File: src/lps_pkg.sv
`default_nettype none
// ----------------------------------------------------------------------------
// lps_pkg
// shared types and constants of the l-piece subdivision core
// ----------------------------------------------------------------------------
package lps_pkg;

    localparam int FIELD_W     = 10;
    localparam int RULE_W      = 4;
    localparam int N_SLOT      = 4;   // table lookups per request, one table copy each
    localparam int N_COORD     = 8;   // coordinates of the two result pieces
    localparam int MAX_DIM_DEF = 1024;
    localparam int QUEUE_DEPTH = 4;
    localparam int QPTR_W      = $clog2(QUEUE_DEPTH);
    localparam int QCNT_W      = $clog2(QUEUE_DEPTH + 1);

    // subdivision rule codes
    localparam logic [RULE_W-1:0] RULE_B1 = 4'd0;
    localparam logic [RULE_W-1:0] RULE_B2 = 4'd1;
    localparam logic [RULE_W-1:0] RULE_B3 = 4'd2;
    localparam logic [RULE_W-1:0] RULE_B4 = 4'd3;
    localparam logic [RULE_W-1:0] RULE_B5 = 4'd4;
    localparam logic [RULE_W-1:0] RULE_B6 = 4'd5;
    localparam logic [RULE_W-1:0] RULE_B7 = 4'd6;
    localparam logic [RULE_W-1:0] RULE_B8 = 4'd7;
    localparam logic [RULE_W-1:0] RULE_B9 = 4'd8;

    // operation codes
    localparam logic OP_WRITE     = 1'b0;
    localparam logic OP_SUBDIVIDE = 1'b1;

    // where a result coordinate comes from
    typedef enum logic [2:0] {
        SRC_DIRECT = 3'd0,
        SRC_SLOT0  = 3'd1,
        SRC_SLOT1  = 3'd2,
        SRC_SLOT2  = 3'd3,
        SRC_SLOT3  = 3'd4
    } t_src;

    // classified request travelling from front to back
    typedef struct packed {
        logic                                is_write;
        logic [FIELD_W-1:0]                  wr_index;
        logic                                wr_in_range;
        logic [FIELD_W-1:0]                  wr_value;
        logic                                bad;
        logic [N_SLOT-1:0][FIELD_W-1:0]      diff;
        logic [N_SLOT-1:0]                   diff_ok;
        t_src [N_COORD-1:0]                  src;
        logic [N_COORD-1:0][FIELD_W-1:0]     direct;
    } t_entry;

    // result payload, coordinates in port order
    typedef struct packed {
        logic [N_COORD-1:0][FIELD_W-1:0] coord;
        logic                            bad;
    } t_result;

endpackage
`default_nettype wire

File: src/lps_front.sv
`default_nettype none
// ----------------------------------------------------------------------------
// lps_front
// classifies a request: picks the rule's operand pairs, forms the
// differences and flags, and marks where each coordinate comes from
// ----------------------------------------------------------------------------
module lps_front #(
    parameter int MAX_DIM = lps_pkg::MAX_DIM_DEF
) (
    input  wire logic                              i_operation,
    input  wire logic [lps_pkg::RULE_W-1:0]        i_rule,
    input  wire logic [lps_pkg::FIELD_W-1:0]       i_outer_x,
    input  wire logic [lps_pkg::FIELD_W-1:0]       i_outer_y,
    input  wire logic [lps_pkg::FIELD_W-1:0]       i_inner_x,
    input  wire logic [lps_pkg::FIELD_W-1:0]       i_inner_y,
    input  wire logic [lps_pkg::FIELD_W-1:0]       i_cut_x,
    input  wire logic [lps_pkg::FIELD_W-1:0]       i_cut_y,
    input  wire logic [lps_pkg::FIELD_W-1:0]       i_cut_extra,
    input  wire logic [lps_pkg::FIELD_W-1:0]       i_table_index,
    input  wire logic [lps_pkg::FIELD_W-1:0]       i_table_value,
    output lps_pkg::t_entry                        o_entry,
    output logic                                   o_keep
);

    logic [lps_pkg::N_SLOT-1:0][lps_pkg::FIELD_W-1:0] w_a;
    logic [lps_pkg::N_SLOT-1:0][lps_pkg::FIELD_W-1:0] w_b;
    logic [lps_pkg::N_SLOT-1:0][lps_pkg::FIELD_W:0]   w_sub;
    lps_pkg::t_src [lps_pkg::N_COORD-1:0]             w_src;
    logic [lps_pkg::N_COORD-1:0][lps_pkg::FIELD_W-1:0] w_dir;
    logic                                             w_rule_ok;

    // operand pairs and coordinate sources per rule
    always_comb begin
        w_a       = '0;
        w_b       = '0;
        w_src     = {lps_pkg::N_COORD{lps_pkg::SRC_DIRECT}};
        w_dir     = '0;
        w_rule_ok = 1'b1;
        unique case (i_rule)
            lps_pkg::RULE_B1: begin
                w_dir[0] = i_inner_x;
                w_src[1] = lps_pkg::SRC_SLOT0; w_a[0] = i_outer_y; w_b[0] = i_cut_y;
                w_dir[2] = i_cut_x;
                w_src[3] = lps_pkg::SRC_SLOT1; w_a[1] = i_outer_y; w_b[1] = i_inner_y;
                w_dir[4] = i_outer_x;
                w_dir[5] = i_inner_y;
                w_src[6] = lps_pkg::SRC_SLOT2; w_a[2] = i_outer_x; w_b[2] = i_cut_x;
                w_dir[7] = i_cut_y;
            end
            lps_pkg::RULE_B2: begin
                w_dir[0] = i_inner_x;
                w_src[1] = lps_pkg::SRC_SLOT0; w_a[0] = i_outer_y; w_b[0] = i_inner_y;
                w_src[2] = lps_pkg::SRC_SLOT1; w_a[1] = i_inner_x; w_b[1] = i_cut_x;
                w_src[3] = lps_pkg::SRC_SLOT2; w_a[2] = i_outer_y; w_b[2] = i_cut_y;
                w_dir[4] = i_outer_x;
                w_dir[5] = i_cut_y;
                w_dir[6] = i_cut_x;
                w_dir[7] = i_inner_y;
            end
            lps_pkg::RULE_B3: begin
                w_dir[0] = i_outer_x;
                w_dir[1] = i_outer_y;
                w_dir[2] = i_cut_x;
                w_dir[3] = i_cut_y;
                w_src[4] = lps_pkg::SRC_SLOT0; w_a[0] = i_outer_x; w_b[0] = i_cut_x;
                w_src[5] = lps_pkg::SRC_SLOT1; w_a[1] = i_outer_y; w_b[1] = i_cut_y;
                w_src[6] = lps_pkg::SRC_SLOT2; w_a[2] = i_inner_x; w_b[2] = i_cut_x;
                w_src[7] = lps_pkg::SRC_SLOT3; w_a[3] = i_inner_y; w_b[3] = i_cut_y;
            end
            lps_pkg::RULE_B4: begin
                w_dir[0] = i_cut_x;
                w_dir[1] = i_outer_y;
                w_dir[2] = i_inner_x;
                w_dir[3] = i_cut_y;
                w_src[4] = lps_pkg::SRC_SLOT0; w_a[0] = i_outer_x; w_b[0] = i_inner_x;
                w_dir[5] = i_inner_y;
                w_src[6] = lps_pkg::SRC_SLOT1; w_a[1] = i_outer_x; w_b[1] = i_cut_x;
                w_src[7] = lps_pkg::SRC_SLOT2; w_a[2] = i_inner_y; w_b[2] = i_cut_y;
            end
            lps_pkg::RULE_B5: begin
                w_dir[0] = i_inner_x;
                w_dir[1] = i_outer_y;
                w_dir[2] = i_cut_x;
                w_src[3] = lps_pkg::SRC_SLOT0; w_a[0] = i_outer_y; w_b[0] = i_cut_y;
                w_src[4] = lps_pkg::SRC_SLOT1; w_a[1] = i_outer_x; w_b[1] = i_cut_x;
                w_dir[5] = i_inner_y;
                w_src[6] = lps_pkg::SRC_SLOT2; w_a[2] = i_outer_x; w_b[2] = i_inner_x;
                w_dir[7] = i_cut_y;
            end
            lps_pkg::RULE_B6: begin
                w_dir[0] = i_cut_extra;
                w_dir[1] = i_outer_y;
                w_dir[2] = i_cut_x;
                w_src[3] = lps_pkg::SRC_SLOT0; w_a[0] = i_outer_y; w_b[0] = i_cut_y;
                w_src[4] = lps_pkg::SRC_SLOT1; w_a[1] = i_outer_x; w_b[1] = i_cut_x;
                w_dir[5] = i_outer_y;
                w_src[6] = lps_pkg::SRC_SLOT2; w_a[2] = i_outer_x; w_b[2] = i_cut_extra;
                w_dir[7] = i_cut_y;
            end
            lps_pkg::RULE_B7: begin
                w_dir[0] = i_outer_x;
                w_src[1] = lps_pkg::SRC_SLOT0; w_a[0] = i_outer_y; w_b[0] = i_cut_y;
                w_dir[2] = i_cut_x;
                w_src[3] = lps_pkg::SRC_SLOT1; w_a[1] = i_outer_y; w_b[1] = i_cut_extra;
                w_dir[4] = i_outer_x;
                w_dir[5] = i_cut_extra;
                w_src[6] = lps_pkg::SRC_SLOT2; w_a[2] = i_outer_x; w_b[2] = i_cut_x;
                w_dir[7] = i_cut_y;
            end
            lps_pkg::RULE_B8: begin
                w_dir[0] = i_inner_x;
                w_dir[1] = i_outer_y;
                w_dir[2] = i_cut_x;
                w_src[3] = lps_pkg::SRC_SLOT0; w_a[0] = i_outer_y; w_b[0] = i_cut_y;
                w_src[4] = lps_pkg::SRC_SLOT1; w_a[1] = i_outer_x; w_b[1] = i_cut_x;
                w_dir[5] = i_cut_y;
                w_src[6] = lps_pkg::SRC_SLOT2; w_a[2] = i_inner_x; w_b[2] = i_cut_x;
                w_dir[7] = i_inner_y;
            end
            lps_pkg::RULE_B9: begin
                w_dir[0] = i_cut_x;
                w_src[1] = lps_pkg::SRC_SLOT0; w_a[0] = i_outer_y; w_b[0] = i_cut_y;
                w_dir[2] = i_inner_x;
                w_src[3] = lps_pkg::SRC_SLOT1; w_a[1] = i_inner_y; w_b[1] = i_cut_y;
                w_dir[4] = i_outer_x;
                w_dir[5] = i_inner_y;
                w_src[6] = lps_pkg::SRC_SLOT2; w_a[2] = i_outer_x; w_b[2] = i_cut_x;
                w_dir[7] = i_cut_y;
            end
            default: begin
                w_rule_ok = 1'b0;
            end
        endcase
    end

    // one subtractor per slot, the borrow marks a negative difference
    always_comb begin
        for (int k = 0; k < lps_pkg::N_SLOT; k++) begin
            w_sub[k] = {1'b0, w_a[k]} - {1'b0, w_b[k]};
        end
    end

    always_comb begin
        o_entry             = '0;
        o_entry.is_write    = (i_operation == lps_pkg::OP_WRITE);
        o_entry.wr_index    = i_table_index;
        o_entry.wr_in_range = (int'(i_table_index) < MAX_DIM);
        o_entry.wr_value    = i_table_value;
        o_entry.src         = w_src;
        o_entry.direct      = w_dir;
        for (int k = 0; k < lps_pkg::N_SLOT; k++) begin
            o_entry.diff[k]    = w_sub[k][lps_pkg::FIELD_W-1:0];
            o_entry.diff_ok[k] = (int'(w_sub[k][lps_pkg::FIELD_W-1:0]) < MAX_DIM);
            if (w_sub[k][lps_pkg::FIELD_W]) begin
                o_entry.bad = 1'b1;
            end
        end
        // an unknown rule drops a subdivide request, writes always go on
        o_keep = o_entry.is_write || w_rule_ok;
    end

endmodule
`default_nettype wire

File: config.mk
export PLATFORM = sky130hd
export DESIGN_NAME = lps_front
export DESIGN_NICKNAME = d
export VERILOG_FILES = /design/src/lps_pkg.sv /design/src/lps_front.sv
export SDC_FILE = /design/constraint.sdc
export NUM_CORES = 1
export LEC_CHECK = 0
export ABC_AREA = 1
export BUFFER_PORTS_ARGS = -buffer_cell sky130_fd_sc_hd__buf_4
export CELL_PAD_IN_SITES_DETAIL_PLACEMENT = 1
export CELL_PAD_IN_SITES_GLOBAL_PLACEMENT = 1
export CORE_MARGIN = 4
export CORE_UTILIZATION = 31
export DETAILED_ROUTE_END_ITERATION = 7
export GPL_TIMING_DRIVEN = 0
export PLACE_DENSITY = 0.94
export RECOVER_POWER = 25
export SYNTH_ARGS = -nofsm -noshare
export SYNTH_HDL_FRONTEND = slang
export SYNTH_SLANG_ARGS = --single-unit
File: constraint.sdc
create_clock -name vclk -period 5.4
set_input_delay 1.08 -clock vclk [all_inputs]
set_output_delay 1.08 -clock vclk [all_outputs]
set_load 0.05 [all_outputs]
# Yosys cells after proc, flatten, opt, wreduce, memory -nomap -nowiden
# Cells that the tools add are included.
dict set report classes {
  addsub 4
  eq_ne 8
  n_mux 24
  n_bitwise 1
  reduce_logical 18
}
# cell count
set op_table {}
lappend op_table {{$pmux W30 S9} 1}
lappend op_table {{$pmux W30 S7} 1}
lappend op_table {{$pmux W10 S4} 2}
lappend op_table {{$mux W10} 6}
lappend op_table {{$sub A10 B10 Y11} 4}
lappend op_table {{$pmux W10 S2} 2}
lappend op_table {{$eq A4 B3 Y1 const B} 4}
lappend op_table {{$reduce_or A2 Y1} 6}
lappend op_table {{$reduce_or A4 Y1} 3}
lappend op_table {{$reduce_or A5 Y1} 2}
lappend op_table {{$reduce_or A9 Y1} 1}
lappend op_table {{$eq A4 B2 Y1 const B} 2}
lappend op_table {{$pmux W2 S2} 2}
lappend op_table {{$reduce_or A7 Y1} 1}
lappend op_table {{$mux W1} 6}
lappend op_table {{$pmux W2 S3} 1}
lappend op_table {{$pmux W3 S2} 1}
lappend op_table {{$reduce_or A3 Y1} 2}
lappend op_table {{$reduce_or A6 Y1} 1}
lappend op_table {{$eq A4 B1 Y1 const B} 1}
lappend op_table {{$eq A4 B4 Y1 const B} 1}
lappend op_table {{$logic_not A4 Y1} 1}
lappend op_table {{$mux W2} 2}
lappend op_table {{$logic_or A1 B1 Y1} 1}
lappend op_table {{$not A1 Y1} 1}
dict set report totals {
  register_bits 0
  in_bits 95
  elab_cells 55
}

# Longest topological paths before layout
dict set report logic_depth {
  ltp_word 8
  depth_mapped 20
  depth_no_buf 19
}

# Least setup slack after synthesis
# No wires, ideal clock.
dict set report synth_timing {
  kind {input-to-output}
  startpoint {input i_rule[0] (netlist name)}
  endpoint {output o_entry[124] (netlist name)}
  arrival_time_ps 3896
  setup_slack_ps 424
  path_stages 14
  path_buffers 2
  path_cell_list {buf_2 inv_1 nand2_1 nand2_1 nand2_1 buf_2 o21ai_0 nand4_1 ha_1 fa_1 nor2_1 nor2_1 o21ai_0 xor2_1}
}
# element line
set synth_lines {}
lappend synth_lines {{start, declared} lps_front.sv:11} ;# input wire logic [lps_pkg::RULE_W-1:0] i_rule,
lappend synth_lines {{end, declared} lps_front.sv:21} ;# output lps_pkg::t_entry o_entry,

==> impl_results.md <==
* Status: complete, no violations
* Global Route Usage Sum at 31.5%
* Synth area leaders: nand2_1 (28%), inv_1 (11%), ha_1 (10%)
* Arr. time, crit path at slightly above 4000 ps
* Setup tns final at 0 ps
* FF+latch count at 0
* Fill count at between 2,000 and 2,500
* Largest area contributor in the netlist: nand2_1
* I/O pins at between 200 and 300
* Post-synthesis sequential area ratio at 0%
* Clkbuf count at 0
* Crit-path cells: buf_4 -> nor2_4 -> nand2_1 -> inv_1 -> clkbuf_1 -> a21oi_1 -> ha_1 -> fa_1 -> nor2_1 -> nor2_1 -> o21ai_0 -> xor2_1 -> buf_4
* Layout area overhead at 39.2%
* Leakage power at 4.19 nW
* Final ANT Viol Nets at 0
* Setup violators final at 0
* Vias in the first global route at 8,087
* Number of antenna violations at the first check in global routing at 0
* Fin area at 6930 µm²
* Final #Nets at 1,394
* Pwr dens at 222 nW/µm²
* P_sw at 1.10 mW
* Slowest stage delay, CP at 530 ps
* First-pass GRT wire length at 45.4 mm
* Ys Warns at 0
* Hold Buf Count CTS at 0
* Cell Rows at 46
* Per-cell routed wire length at 20.4 µm
* Critical Path RT at roughly 4300 ps
* RSZ-0062 raised after global routing: false
* Cell count after synthesis at 1,009
* Mapped Avg Cell Area at 4.94 µm²
* Reg power frac at 0%
* Clk network pwr share at 0%
* Max FO, Critical Path at 10
* Grt ovf at 0
* Fmax at 0.192 GHz
* DIE AREA at 18,200 µm²
* Max Cap Viol at 0
* Tmin final at 5200 ps
* CP Capture Type: output port
* Final Hold Violating Endpoints at 0
* Die width at between 100 and 150 µm
* Critical path type: in -> out
* Cell Area, Placed at between 7000 and 8000 µm²
* Post-CTS Repair Setup Buffers at 0
* FF/Latch Area at 0 µm²
* Combinational power share at 100.0%
* Final Wtd Congestion at 0.987
* Final slew viol count at 0
* Die Height at 135 µm
* Hold WS at 2520 ps
* Sw Ratio at a little under three quarters
* Diode count at 0
* Post-route DRC at 0
* DRT iter0 DRCs at about 650
* Vias per cell at 5.43
* Relative slew slack at 47.0%
* CP Launch Type: primary input
* Hold crit path type: in -> out
* Largest net degree at the start of global routing at 11
* Fin util at 43.8%
* Yosys cell types at 32
* Worst-Margin Slew at 795 ps
* Critical path's slowest cell: clkbuf_1
* Post-DP HPWL at 25.8 mm
* Post-Route WL at 29.9 mm
* Worst vdd ir at around 0.13 mV
* Post-Syn Area at 4980 µm²
* Internal power at 436 µW
* Vias at 7,979
* IO buf count at 229
* Core Region at 15,800 µm²
* Initial Util at 31.5%
* Share of the synthesized area in the top cell type at 27.6%
* Share of cells above drive strength 1 at between 20% and 30%
* Pre-antenna DRT Iters at 5
* Final cycle utilization of the critical path at 96.3%
-- what timing repair did --
| item | CTS | global route |
|---|---|---|
| resized for setup | 0 | 6 |
| endpoints found under the hold margin | 0 | 0 |
| endpoints found under the setup margin | 0 | 6 |
-- synth_stat cells, types with 3 or more instances --
cell and n:
nand3_1 47, fa_1 4, nand3b_1 6, xnor2_1 9
o22ai_1 25, clkbuf_1 7, o21ai_0 48, nand2_2 3
o211ai_1 6, ha_1 40, xor2_1 10, inv_1 143
nor2_1 110, nor2_2 6, buf_2 15, inv_2 9
o21bai_1 8, nor3_1 4, a211oi_1 9, o21ai_1 4
nand4_1 19, buf_4 39, nand2_1 366, a21oi_1 50
a21o_1 4, o2111ai_1 8
-- cells by family (layout without fill, tap and decap cells) --
kind of cell	count (synthesis)	count (layout)	share of synthesized area, %
AND/OR/NAND/NOR	564	564	46.1
buffers and inverters	215	444	19.5
AO/OA/AOI/OAI	165	165	19.3
adder cells (fa/ha/maj)	44	44	11.7
XOR/XNOR	19	19	3.34
other	2	17	0.151
-- critical path, delay by kind of cell --
family          cells  cell delay [ps]
fa+ha+maj           2              840
compound gates      2              340
simple gates        4              670
xor+xnor            1              160
buf+inv             4             1020
-- layer usage --
metal  track usage, %  routed length, µm  vias to the layer above
li1                 -                  -                     3656
met1             41.3              12400                     3782
met2             53.1              13800                      452
met3             3.91               2500                       89
met4             11.6               1280                        0
met5                0                  0                        -
-- placed cells by master, fill, tap and decap left out, drive strengths merged --
| master | count |
|---|---|
| nor2 | 118 |
| nand3b | 6 |
| xor2 | 10 |
| a21o | 4 |
| o22ai | 25 |
| o2111ai | 8 |
| a21oi | 50 |
| xnor2 | 9 |
| a211oi | 9 |
| nand2 | 369 |
| nor3 | 4 |
| o21ai | 52 |
| o211ai | 6 |
| fa | 4 |
| buf | 252 |
| ha | 40 |
| inv | 152 |
| o21bai | 8 |
| clkinv | 1 |
| a31oi | 1 |
| nand3 | 48 |
| nand4 | 19 |
| clkbuf | 38 |
| a21boi | 2 |
| conb | 17 |
| clkinvlp | 1 |
-- metrics by stage --
stage          power [mW]  setup slack, ps  instances
3_3_place_gp         1.51              156       1469
2_1_floorplan        1.04              424       1024
3_5_place_dp         1.53              121       1469
4_1_cts              1.53              115       1469
5_1_grt              1.63             15.0       1469
6_report             1.54              201       1469
-- cell type report --
cell class,count,area [µm²],share of cell area [%]
inverter,154,582,8.39
multi-input combinational,809,4080,58.9
buffer,61,393,5.67
timing repair buffer,229,1610,23.2
tap,216,270,3.90
-- power groups by stage --
| stage | sequential [mW] | clock [mW] | combinational, mW |
|---|---|---|---|
| finish | 0 | 0 | 1.54 |
| global route | 0 | 0 | 1.63 |
| CTS | 0 | 0 | 1.53 |
| detailed placement | 0 | 0 | 1.53 |
| global placement | 0 | 0 | 1.51 |
| floorplan | 0 | 0 | 1.04 |
-- path summary, 6_finish.rpt --
check,cells after the start,start,end
hold / removal,3,i_operation,o_keep
setup / recovery,13,i_rule[3],o_entry[114]
Power figures use the tool's default switching activity.
